===== src/prsl_pkg.sv =====
// Shared types, constants and the sine table generator for the Park rotation block.
package prsl_pkg;

   localparam int TABLE_DEPTH_DEF  = 1024;
   localparam int SAMPLE_WIDTH_DEF = 16;
   localparam int DATA_WIDTH       = 16;
   localparam int ANGLE_WIDTH      = 16;
   localparam int NUM_STAGES       = 5;

   localparam logic [ANGLE_WIDTH-1:0] QUARTER_TURN = ANGLE_WIDTH'(1 << (ANGLE_WIDTH - 2));

   localparam logic signed [DATA_WIDTH-1:0] DATA_MAX = {1'b0, {(DATA_WIDTH-1){1'b1}}};
   localparam logic signed [DATA_WIDTH-1:0] DATA_MIN = {1'b1, {(DATA_WIDTH-1){1'b0}}};

   localparam longint unsigned Q30_ONE     = 64'd1073741824;
   localparam longint unsigned Q30_HALF_PI = 64'd1686629713;

   typedef enum logic {
      CMD_PARK    = 1'b0,
      CMD_INVERSE = 1'b1
   } command_type;

   // per-stage load enables
   typedef struct packed {
      logic en1;
      logic en2;
      logic en3;
      logic en4;
      logic en5;
   } stage_en_type;

   // Q(sample_width-1) sine sample, quarter-wave symmetric, Taylor series in Q30
   function automatic longint sine_sample(input int idx, input int idx_bits,
                                          input int sample_width);
      longint unsigned x;
      longint unsigned x2;
      longint unsigned t;
      longint unsigned sn;
      longint unsigned amp;
      longint unsigned mag;
      int qb;
      int quad;
      int r;
      int pos;
      qb   = idx_bits - 2;
      quad = (idx >> qb) & 3;
      r    = idx & ((1 << qb) - 1);
      pos  = quad[0] ? ((1 << qb) - r) : r;
      x    = (Q30_HALF_PI * longint'(pos)) >> qb;
      x2   = (x * x) >> 30;
      t    = Q30_ONE;
      t    = Q30_ONE - (((x2 * t) >> 30) / 156);
      t    = Q30_ONE - (((x2 * t) >> 30) / 110);
      t    = Q30_ONE - (((x2 * t) >> 30) / 72);
      t    = Q30_ONE - (((x2 * t) >> 30) / 42);
      t    = Q30_ONE - (((x2 * t) >> 30) / 20);
      t    = Q30_ONE - (((x2 * t) >> 30) / 6);
      sn   = (x * t) >> 30;
      amp  = (64'd1 << (sample_width - 1)) - 64'd1;
      mag  = (sn * amp + (Q30_ONE >> 1)) >> 30;
      if (mag > amp) begin
         mag = amp;
      end
      return quad[1] ? -longint'(mag) : longint'(mag);
   endfunction

endpackage


===== src/prsl_rotate.sv =====
// Rotation products, sum, scaling and saturation.
module prsl_rotate #(
   parameter int SAMPLE_WIDTH = prsl_pkg::SAMPLE_WIDTH_DEF
) (
   input  logic                                      clock,
   input  prsl_pkg::stage_en_type                    stage_en,
   input  prsl_pkg::command_type                     command,
   input  logic signed [prsl_pkg::DATA_WIDTH-1:0]    first_in,
   input  logic signed [prsl_pkg::DATA_WIDTH-1:0]    second_in,
   input  logic signed [SAMPLE_WIDTH:0]              sin_val,
   input  logic signed [SAMPLE_WIDTH:0]              cos_val,
   output logic signed [prsl_pkg::DATA_WIDTH-1:0]    first_out,
   output logic signed [prsl_pkg::DATA_WIDTH-1:0]    second_out,
   output logic                                      saturated
);

   localparam int DW    = prsl_pkg::DATA_WIDTH;
   localparam int ProdW = SAMPLE_WIDTH + 1 + DW;
   localparam int SumW  = ProdW + 1;
   localparam int Shift = SAMPLE_WIDTH - 1;

   prsl_pkg::command_type     cmd_ff [3:0];
   logic signed [DW-1:0]      a_ff   [2:0];
   logic signed [DW-1:0]      b_ff   [2:0];
   logic signed [ProdW-1:0]   ca_ff;
   logic signed [ProdW-1:0]   sb_ff;
   logic signed [ProdW-1:0]   sa_ff;
   logic signed [ProdW-1:0]   cb_ff;
   logic signed [SumW-1:0]    x_sum;
   logic signed [SumW-1:0]    y_sum;
   logic signed [SumW-1:0]    x_shr;
   logic signed [SumW-1:0]    y_shr;
   logic                      x_clip;
   logic                      y_clip;
   logic signed [DW-1:0]      first_in_v;
   logic signed [DW-1:0]      second_in_v;
   logic signed [DW-1:0]      first_ff;
   logic signed [DW-1:0]      second_ff;
   logic                      sat_ff;

   // stages 1-3: operands wait for sine and cosine
   always_ff @(posedge clock) begin
      if (stage_en.en1) begin
         cmd_ff[0] <= command;
         a_ff[0]   <= first_in;
         b_ff[0]   <= second_in;
      end
      if (stage_en.en2) begin
         cmd_ff[1] <= cmd_ff[0];
         a_ff[1]   <= a_ff[0];
         b_ff[1]   <= b_ff[0];
      end
      if (stage_en.en3) begin
         cmd_ff[2] <= cmd_ff[1];
         a_ff[2]   <= a_ff[1];
         b_ff[2]   <= b_ff[1];
      end
   end

   // stage 4: four products
   always_ff @(posedge clock) begin
      if (stage_en.en4) begin
         cmd_ff[3] <= cmd_ff[2];
         ca_ff     <= ProdW'(cos_val) * ProdW'(a_ff[2]);
         sb_ff     <= ProdW'(sin_val) * ProdW'(b_ff[2]);
         sa_ff     <= ProdW'(sin_val) * ProdW'(a_ff[2]);
         cb_ff     <= ProdW'(cos_val) * ProdW'(b_ff[2]);
      end
   end

   // stage 5: combine, scale, clip
   always_comb begin
      if (cmd_ff[3] == prsl_pkg::CMD_INVERSE) begin
         x_sum = SumW'(ca_ff) - SumW'(sb_ff);
         y_sum = SumW'(sa_ff) + SumW'(cb_ff);
      end else begin
         x_sum = SumW'(ca_ff) + SumW'(sb_ff);
         y_sum = SumW'(cb_ff) - SumW'(sa_ff);
      end
      x_shr  = x_sum >>> Shift;
      y_shr  = y_sum >>> Shift;
      x_clip = !((&x_shr[SumW-1:DW-1]) || !(|x_shr[SumW-1:DW-1]));
      y_clip = !((&y_shr[SumW-1:DW-1]) || !(|y_shr[SumW-1:DW-1]));
      if (x_clip) begin
         first_in_v = x_shr[SumW-1] ? prsl_pkg::DATA_MIN : prsl_pkg::DATA_MAX;
      end else begin
         first_in_v = x_shr[DW-1:0];
      end
      if (y_clip) begin
         second_in_v = y_shr[SumW-1] ? prsl_pkg::DATA_MIN : prsl_pkg::DATA_MAX;
      end else begin
         second_in_v = y_shr[DW-1:0];
      end
   end

   always_ff @(posedge clock) begin
      if (stage_en.en5) begin
         first_ff  <= first_in_v;
         second_ff <= second_in_v;
         sat_ff    <= x_clip || y_clip;
      end
   end

   assign first_out  = first_ff;
   assign second_out = second_ff;
   assign saturated  = sat_ff;

endmodule


===== config.mk =====
export PLATFORM = sky130hd
export DESIGN_NAME = prsl_rotate
export DESIGN_NICKNAME = d
export VERILOG_FILES = /design/src/prsl_pkg.sv /design/src/prsl_rotate.sv
export SDC_FILE = /design/constraint.sdc
export NUM_CORES = 2
export LEC_CHECK = 0
export ABC_AREA = 1
export ABC_CLOCK_PERIOD_IN_PS = 7650
export BUFFER_PORTS_ARGS = -buffer_cell sky130_fd_sc_hd__buf_2
export CAP_MARGIN = 30
export CORE_ASPECT_RATIO = 0.7
export CORE_MARGIN = 1
export CORE_UTILIZATION = 30
export CTS_BUF_LIST = sky130_fd_sc_hd__clkbuf_2
export CTS_CLUSTER_DIAMETER = 200
export DETAILED_ROUTE_END_ITERATION = 10
export HOLD_SLACK_MARGIN = 0.03
export PLACE_DENSITY_LB_ADDON = 0.15
export SYNTH_ARGS = -nofsm -noshare
export SYNTH_HDL_FRONTEND = slang
export SYNTH_SLANG_ARGS = --single-unit

===== constraint.sdc =====
create_clock -name clock -period 7.65 [get_ports clock]
set_input_delay 1.1475 -clock clock [delete_from_list [all_inputs] [get_ports clock]]
set_output_delay 1.1475 -clock clock [all_outputs]
set_load 0.05 [all_outputs]

==> qor.txt <==
status: completed
dpl hpwl: 147000 microns
I/O pin count: 106
RSZ-0062 raised after global routing: false
setup_tns: 0 ps
Clock Skews: 183 ps
hold_buf cts: 33
Clock Pin Slew Worst Setup and Hold Paths: 110 ps
Die Wd: 522 microns
GP Congestion: 0.863
Final Hold Viols: 0
Worst Hold Class: reg -> reg
setup bufs post-CTS: 0
final setup vio count: 0
gr ovfl total: 0
YS warnings: 0
Clock Tree Root: clkbuf_2
routed vias/inst: 4.41
Layout area overhead: 9.26%
post-synth net total: 8436
hold path depth: 0
H-tree Lvls: 3
crit-path max FO: 13
number of remaining DRC errors: 0
CTS Buf Count: 74
area of the multi-input gates: 40500 sq um
fmax: 0.151 GHz
TritonCTS clock tree: built
most frequent cells in the layout: inv_1 (1980), nand2_1 (1660), fa_1 (1104)
Slew @ Worst Pin: 1030 ps
CORE AREA: 188000 sq um
EDFF count, synth: 265
Routed WL per cell: 18.3 microns
port bufs: 105
share of cells above drive strength 1: 6.88%
Cells after Synth: 6857
# clock sinks: 265
Crit Path Category: reg -> reg
Tmin final: 6630 ps
register area share after synthesis: 14.0%
1st-iter DRT viols: 2698
first-pass GRT wire length: 276000 microns
fraction of registers with async set/reset: 0%
crit start category: register
critical path arrival: 7640 ps
max-cap violation count: 0
row count: 133
ys flop type: edfxtp_1
vias: 42200
commonest non-fill, non-tap cell in the layout: inv_1
period utilisation layout: 86.7%
Final Util: 33.0%
Global Route Usage Sum: 19.0%
Synth Register Bits: 265
PostCTS Resize Cnt: 0
Die Area: 191000 sq um
FILL cells: 20000
Worst-Skew Late Latency: 1330 ps
Crit path required time: 8660 ps
Seq. cell area: 7960 sq um
synthesized area: 56900 sq um
Yosys cell types: 51
R2R cell count: 18
die height: 366 microns
largest net degree at the start of global routing: 79
CP Capture Type: register
final net count: 8576
Antenna Violating Nets Remaining: 0
Routed WL: 175000 microns
max-slew violations: 0
initial antenna violation count: 8
max_slew headroom: 31.2%
vias in the first global route: 45300
Avg Synthesized Cell Area: 8.30 sq um
starting density of the core: 30.2%
CTS Buffer Depth: 3
Pre-antenna DRT Iters: 6
## through the flow
step | hold slack, ps | area, sq um | setup slack [ps] | cells
finish | 344 | 62100 | 1020 | 9550
global route | 309 | 62100 | 655 | 9550
CTS | 232 | 62100 | 1040 | 9547
detailed placement | 405 | 61100 | 400 | 9385
global placement | 402 | 61000 | 474 | 9380
floorplan | 400 | 56900 | 1180 | 6857
## final cells by class
type / count / share of cell area (%)
clock buffer: 98 / 0.789
sequential: 265 / 12.8
clock inverter: 31 / 0.292
inverter: 1991 / 12.0
multi-input combinational: 4361 / 65.2
tap: 2497 / 5.03
timing repair buffer: 304 / 3.88
antenna: 3 / 0.0121
## cells by family after synthesis
logic type | Yosys count | synth area share, %
buf+inv | 2231 | 14.8
simple gates | 2211 | 15.8
fa+ha+maj | 1506 | 47.7
compound gates | 404 | 4.03
flops | 265 | 14.0
xor+xnor | 240 | 3.70
## synth_stat cells (14+ instances only)
cell / count / area (sq um)
edfxtp_1: 265 / 7960
nand4_1: 20 / 125
nand3_2: 14 / 140
xor2_1: 154 / 1350
inv_1: 1980 / 7430
nor3_1: 41 / 205
a21oi_1: 198 / 991
a21o_1: 22 / 165
fa_1: 1104 / 22100
o21ai_0: 103 / 515
nand2_2: 34 / 213
clkbuf_1: 228 / 856
nand2_1: 1660 / 6230
xnor2_1: 86 / 753
o21bai_1: 24 / 180
nand3_1: 108 / 541
ha_1: 402 / 5030
nor2_1: 287 / 1080
## routing by layer
layer  vias to the layer above  GRT usage [%]  share of wire, %
met3                       141           2.75               5.7
met5                         -              0             0.018
met1                     20900           29.4                52
met4                         4           3.64               1.8
met2                       999           27.8                41
li1                      20100              -                 -
## critical path, stage by stage (launching register included)
cell and delay (ps):
edfxtp_1 1030, nand2_1 300, fa_1 600, inv_1 70
fa_1 610, buf_4 220, fa_1 450, fa_1 570
fa_1 430, fa_1 450, ha_1 370, a21oi_1 280
o21ai_0 140, a21oi_1 150, o211ai_1 260, a21oi_1 260
inv_1 60, nand2_1 50, nand2_1 90
## path summary, 6_finish.rpt
kind | start | endpoint | slack [ps]
worst max-delay path | a_ff[0][36] | ca_ff[32] | 1020
worst min-delay path | a_ff[0][31] | a_ff[0][47] | 340
worst max register to register | a_ff[0][36] | ca_ff[32] | 1020
worst min register to register | a_ff[0][31] | a_ff[0][47] | 340
## registers in the layout, indices dropped and copies added (netlist names)
signal / cells
a_ff: 48
b_ff: 48
ca_ff: 33
cb_ff: 33
cmd_ff: 4
first_out: 16
sa_ff: 33
saturated: 1
sb_ff: 33
second_out: 16
Power is not shown: default switching activity piles up to over one toggle a cycle in this logic, so the estimate is an artifact.
