## src/prsl_pkg.sv

```systemverilog
// Shared types, constants and the sine table generator for the Park rotation block.
package prsl_pkg;

   localparam int TABLE_DEPTH_DEF  = 1024;
   localparam int SAMPLE_WIDTH_DEF = 16;
   localparam int DATA_WIDTH       = 16;
   localparam int ANGLE_WIDTH      = 16;
   localparam int NUM_STAGES       = 5;

   localparam logic [ANGLE_WIDTH-1:0] QUARTER_TURN = ANGLE_WIDTH'(1 << (ANGLE_WIDTH - 2));

   localparam logic signed [DATA_WIDTH-1:0] DATA_MAX = {1'b0, {(DATA_WIDTH-1){1'b1}}};
   localparam logic signed [DATA_WIDTH-1:0] DATA_MIN = {1'b1, {(DATA_WIDTH-1){1'b0}}};

   localparam longint unsigned Q30_ONE     = 64'd1073741824;
   localparam longint unsigned Q30_HALF_PI = 64'd1686629713;

   typedef enum logic {
      CMD_PARK    = 1'b0,
      CMD_INVERSE = 1'b1
   } command_type;

   // per-stage load enables
   typedef struct packed {
      logic en1;
      logic en2;
      logic en3;
      logic en4;
      logic en5;
   } stage_en_type;

   // Q(sample_width-1) sine sample, quarter-wave symmetric, Taylor series in Q30
   function automatic longint sine_sample(input int idx, input int idx_bits,
                                          input int sample_width);
      longint unsigned x;
      longint unsigned x2;
      longint unsigned t;
      longint unsigned sn;
      longint unsigned amp;
      longint unsigned mag;
      int qb;
      int quad;
      int r;
      int pos;
      qb   = idx_bits - 2;
      quad = (idx >> qb) & 3;
      r    = idx & ((1 << qb) - 1);
      pos  = quad[0] ? ((1 << qb) - r) : r;
      x    = (Q30_HALF_PI * longint'(pos)) >> qb;
      x2   = (x * x) >> 30;
      t    = Q30_ONE;
      t    = Q30_ONE - (((x2 * t) >> 30) / 156);
      t    = Q30_ONE - (((x2 * t) >> 30) / 110);
      t    = Q30_ONE - (((x2 * t) >> 30) / 72);
      t    = Q30_ONE - (((x2 * t) >> 30) / 42);
      t    = Q30_ONE - (((x2 * t) >> 30) / 20);
      t    = Q30_ONE - (((x2 * t) >> 30) / 6);
      sn   = (x * t) >> 30;
      amp  = (64'd1 << (sample_width - 1)) - 64'd1;
      mag  = (sn * amp + (Q30_ONE >> 1)) >> 30;
      if (mag > amp) begin
         mag = amp;
      end
      return quad[1] ? -longint'(mag) : longint'(mag);
   endfunction

endpackage

```

## src/prsl_interp.sv

```systemverilog
// Linear interpolation of sine and cosine between adjacent ROM samples.
module prsl_interp #(
   parameter int TABLE_DEPTH  = prsl_pkg::TABLE_DEPTH_DEF,
   parameter int SAMPLE_WIDTH = prsl_pkg::SAMPLE_WIDTH_DEF
) (
   input  logic                                                     clock,
   input  prsl_pkg::stage_en_type                                   stage_en,
   input  logic [prsl_pkg::ANGLE_WIDTH-$clog2(TABLE_DEPTH)-1:0]     frac,
   input  logic signed [SAMPLE_WIDTH-1:0]                           sin_lo,
   input  logic signed [SAMPLE_WIDTH-1:0]                           sin_hi,
   input  logic signed [SAMPLE_WIDTH-1:0]                           cos_lo,
   input  logic signed [SAMPLE_WIDTH-1:0]                           cos_hi,
   output logic signed [SAMPLE_WIDTH:0]                             sin_val,
   output logic signed [SAMPLE_WIDTH:0]                             cos_val
);

   localparam int FracBits = prsl_pkg::ANGLE_WIDTH - $clog2(TABLE_DEPTH);
   localparam int IntW     = SAMPLE_WIDTH + 1;
   localparam int ProdW    = SAMPLE_WIDTH + FracBits + 2;

   logic [FracBits-1:0]             frac_ff;
   logic signed [IntW-1:0]          sin_diff;
   logic signed [IntW-1:0]          cos_diff;
   logic signed [ProdW-1:0]         frac_ext;
   logic signed [ProdW-1:0]         sin_prod_in;
   logic signed [ProdW-1:0]         cos_prod_in;
   logic signed [ProdW-1:0]         sin_prod_ff;
   logic signed [ProdW-1:0]         cos_prod_ff;
   logic signed [SAMPLE_WIDTH-1:0]  sin_base_ff;
   logic signed [SAMPLE_WIDTH-1:0]  cos_base_ff;
   logic signed [ProdW-1:0]         sin_step;
   logic signed [ProdW-1:0]         cos_step;
   logic signed [IntW-1:0]          sin_in;
   logic signed [IntW-1:0]          cos_in;
   logic signed [IntW-1:0]          sin_ff;
   logic signed [IntW-1:0]          cos_ff;

   // stage 1: fraction travels beside the ROM read
   always_ff @(posedge clock) begin
      if (stage_en.en1) begin
         frac_ff <= frac;
      end
   end

   // stage 2: slope times fraction
   assign sin_diff    = IntW'(sin_hi) - IntW'(sin_lo);
   assign cos_diff    = IntW'(cos_hi) - IntW'(cos_lo);
   assign frac_ext    = ProdW'(signed'({1'b0, frac_ff}));
   assign sin_prod_in = ProdW'(sin_diff) * frac_ext;
   assign cos_prod_in = ProdW'(cos_diff) * frac_ext;

   always_ff @(posedge clock) begin
      if (stage_en.en2) begin
         sin_prod_ff <= sin_prod_in;
         cos_prod_ff <= cos_prod_in;
         sin_base_ff <= sin_lo;
         cos_base_ff <= cos_lo;
      end
   end

   // stage 3: floor shift and add to base sample
   assign sin_step = sin_prod_ff >>> FracBits;
   assign cos_step = cos_prod_ff >>> FracBits;
   assign sin_in   = IntW'(sin_base_ff) + IntW'(sin_step);
   assign cos_in   = IntW'(cos_base_ff) + IntW'(cos_step);

   always_ff @(posedge clock) begin
      if (stage_en.en3) begin
         sin_ff <= sin_in;
         cos_ff <= cos_in;
      end
   end

   assign sin_val = sin_ff;
   assign cos_val = cos_ff;

endmodule

```

## config.mk

```make
export PLATFORM = sky130hd
export DESIGN_NAME = prsl_interp
export DESIGN_NICKNAME = d
export VERILOG_FILES = /design/src/prsl_pkg.sv /design/src/prsl_interp.sv
export SDC_FILE = /design/constraint.sdc
export NUM_CORES = 1
export LEC_CHECK = 0
export BUFFER_PORTS_ARGS = -buffer_cell sky130_fd_sc_hd__buf_2
export CAP_MARGIN = 5
export CORE_MARGIN = 2
export CORE_UTILIZATION = 63
export CTS_CLUSTER_DIAMETER = 200
export DETAILED_ROUTE_END_ITERATION = 7
export HOLD_SLACK_MARGIN = 0.1
export PLACE_DENSITY = 0.85
export SLEW_MARGIN = 25
export SYNTH_ARGS = -nofsm -noshare
export SYNTH_HDL_FRONTEND = slang
export SYNTH_SLANG_ARGS = --single-unit
```

## constraint.sdc

```tcl
create_clock -name clock -period 7.7 [get_ports clock]
set_input_delay 1.54 -clock clock [delete_from_list [all_inputs] [get_ports clock]]
set_output_delay 1.54 -clock clock [all_outputs]
set_load 0.05 [all_outputs]
```

==> impl_metrics.csv <==
group,metric,value,unit
status,status,"completed",
worst_setup_path,endpoint_kind,"flop",
routing,num_vias,10160,
grt,track_usage,26.16,%
synth,ys_top_cells_by_count,"inv_1 (237), ha_1 (150), fa_1 (140)",
routing,first_pass_iters,6,
place,gp_congestion,0.8907,
synth,synthSimpleGateAreaFrac,16.14,%
grt,grtUsageMet2,45.73,%
power_and_ir_drop,leakage,0.007072,µW
timing,worstMarginPinSlew,0.9753,ns
layout,synthToLayoutAreaGrowth,9.953,%
synth,synth-adder-area-share,34.92,%
synth,avgSynthCellArea,9.696,µm²
synth,yosysTopAreaCellShare,23.75,%
worst_setup_path,startpoint_type,"primary input",
synth,synth_edf_count,106,
synth,synth_ff_type,"edfxtp_1",
routing,routed_wl,28010,µm
synth,synth-compound-area-share,11.88,%
grt,gr-usage-met3,2.805,%
synth,synth_xor_area_share,5.425,%
layout,final_nets,1874,
worst_setup_path,rr_startpoint,"frac_ff[1]",
timing,fin_crit_sh,94.84,%
power_and_ir_drop,power,7125,µW
synth,synthesis.area,13400,µm²
worst_setup_path,path_class,"in2reg",
grt,grt_pass1_vias,10410,
worst_setup_path,cp_slowest_stage_delay,0.52,ns
timing,slew_violations,0,
timing,slew_headroom,34.98,%
cts,cts_buffer_depth,2,
synth,ys_seq_area_share,23.75,%
synth,synthArstFlopShare,0,%
routing,drtIter0Drc,706,
floorplan,core-area,20960,µm²
floorplan,die_area,22450,µm²
worst_setup_path,r2r_cells,17,
place,port-buffer-count,107,
worst_setup_path,required,7.82,ns
worst_setup_path,rr_endpoint,"cos_prod_ff[22]",
cts,tritoncts,"built",
cts,cts_sinks,106,
min_path,min_path_type,"reg2reg",
timing,finalSetupViolCount,0,
worst_setup_path,crit_end,"sin_prod_ff[20]",
timing,fin_skew,0.007555,ns
timing,max_freq,136.9,MHz
worst_setup_path,crit_path_frequent_cell,"fa_1",
worst_setup_path,rrSetupSlack,2.21,ns
cts,clock_latency,0.37,ns
timing,hold_viol_final,0,
synth,synth_mux_area_share,0.1587,%
worst_setup_path,critPathMaxFanout,7,
floorplan,num_rows,53,
synth,ys_ff_latch,106,
routing,wl_per_cell,15.67,µm
synth,yosysWarningCount,0,
routing,via_per_inst,5.687,
place,dpl_worst_slack,-0.1136,ns
worst_setup_path,critPathLaunch,"sin_lo[2]",
worst_setup_path,crit_cells,25,
floorplan,floorplan.initialDensity,63.95,%
timing,finalWorstSetupSlack,0.3977,ns
place,dpl.hpwl,21580,µm
cts,cts.htree.levels,3,
timing,period_needed,7.302,ns
cts,clkTransAtPathRegs,0.07,ns
synth,synth_fp_nets,1748,
floorplan,fp.dieH,149.8,µm
cts,numCtsBuffers,9,
routing,drc,0,
worst_setup_path,crit_buf_inv,6,
synth,synth_top_area_cell,"edfxtp_1",
layout,num_antenna_cells,0,
synth,synthMostInstantiatedCell,"inv_1",
grt,grt_pass1_wl,47390,µm
grt,grt_start_max_net_pins,67,
power_and_ir_drop,p_per_area,483.6,nW/µm²
routing,final_antenna_net_count,0,
synth,syn-instance-count,1382,
synth,yosysUniqueCellTypes,69,
grt,gr-usage-met1,34.01,%
timing,rsz0062_at_grt,"false",
grt,antenna_found_initial,0,
layout,utilization,70.31,%
synth,synth_top_family_by_area,"adder cells",
power_and_ir_drop,ir_drop,0.0003421,V
worst_setup_path,critical-path-slowest-cell,"fa_1",
synth,synthTopCellsByArea,"edfxtp_1 (24%), fa_1 (21%), ha_1 (14%)",
floorplan,dieWidth,149.8,µm
job,cap_violations,0,
cts,root_buffer,"clkbuf_16",
grt,grt-ovfl-total,0,
layout,drive_above_1_share,12.10,%
worst_setup_path,critPathArrivalTime,7.42,ns
floorplan,num_io_pins,110,
grt,grt-busiest-layer,"met2",
worst_setup_path,cpLargestDelayFamily,"adder cells",
==> cell families (layout without fill, tap and decap cells) <==
family | after synthesis | count (layout)
mux | 2 | 2
fa+ha+maj | 290 | 290
compound gates | 228 | 228
simple gates | 402 | 402
flops | 106 | 106
xor+xnor | 83 | 83
buf+inv | 271 | 401
==> layout by cell type, fill, tap and decap left out, types with 4 or more instances in the layout <==
master | synthesis | routed
nand4_1 | 9 | 9
and3_1 | 6 | 6
buf_2 | 2 | 107
o2111ai_1 | 10 | 10
a21o_1 | 29 | 29
nand2_1 | 72 | 72
o21a_1 | 21 | 21
xor2_1 | 16 | 16
a31oi_1 | 13 | 13
ha_1 | 150 | 150
or3_1 | 4 | 4
or4_1 | 5 | 5
o31ai_1 | 4 | 4
and2_1 | 135 | 135
clkbuf_16 | 0 | 9
xnor2_1 | 67 | 66
inv_1 | 237 | 237
nand2b_1 | 17 | 17
nor2_1 | 65 | 65
o211a_1 | 4 | 4
fa_1 | 140 | 140
nand3_1 | 19 | 19
a21oi_1 | 57 | 57
buf_4 | 0 | 41
edfxtp_1 | 106 | 106
or2_2 | 4 | 4
nor2b_1 | 30 | 30
a211oi_1 | 5 | 5
nor3_1 | 20 | 20
o21ai_0 | 33 | 33
o211ai_1 | 8 | 8
==> sequential cells by signal (all words and copies together), names as in the netlist <==
signal       cells
sin_val         17
frac_ff          6
cos_base_ff     16
cos_prod_ff     17
sin_base_ff     16
cos_val         17
sin_prod_ff     17
==> per-layer routing <==
metal	vias up	part of all wire, %
met5	-	0
met4	0	2.5
met3	53	4.1
met2	268	50
met1	4965	43
li1	4876	-
==> worst min path at each step <==
stage                     cells after the start  slack, ns           start    endpoint
after floorplan                               1       0.51  cos_base_ff[0]  cos_val[0]
after global placement                        1       0.52  sin_base_ff[0]  sin_val[0]
after detailed placement                      1       0.54  sin_base_ff[0]  sin_val[0]
after CTS                                     1       0.55  cos_base_ff[0]  cos_val[0]
after global routing                          1       0.56  sin_base_ff[0]  sin_val[0]
final                                         1       0.55  cos_base_ff[0]  cos_val[0]
==> report_power, final <==
group	switching [µW]	internal, µW
clock network	231	220
registers	68.7	1140
logic	3140	2320
==> per-stage QoR <==
| stage | TNS, ns | instance area, µm² | cells | hold slack [ns] |
|---|---|---|---|---|
| 6_report | 0 | 14730 | 1787 | 0.5468 |
| 5_1_grt | 0 | 14730 | 1787 | 0.5649 |
| 4_1_cts | 0 | 14710 | 1786 | 0.5548 |
| 3_5_place_dp | -0.3844 | 14440 | 1771 | 0.5406 |
| 3_3_place_gp | 0 | 14440 | 1771 | 0.5194 |
| 2_1_floorplan | 0 | 13400 | 1382 | 0.5128 |
==> worst register-to-register path, cell delays in order (launching register included) <==
cell	delay [ns]
edfxtp_1	0.60
buf_4	0.33
and2_1	0.20
fa_1	0.53
inv_1	0.06
fa_1	0.53
inv_1	0.05
fa_1	0.48
inv_1	0.05
fa_1	0.47
inv_1	0.04
ha_1	0.32
o21ai_0	0.18
a2111oi_1	0.52
o22a_1	0.31
a31o_1	0.32
a31o_2	0.21
xnor2_1	0.07
==> what timing repair did <==
action	4_1_cts	5_1_grt
endpoints found under the setup margin	0	7
resized for setup	0	2
buffers inserted	0	0
hold buffers	0	0
==> area by class of cell <==
type,instances,area (µm²)
Multi-Input combinational cell,1005,9190
Fill cell,1574,6221
Sequential cell,106,3183
Inverter,237,889.6
Timing Repair Buffer,149,858.3
Tap cell,275,344.1
Clock buffer,10,229.0
Clock inverter,5,40.04
Note: power is estimated with default switching activity, not from simulation.
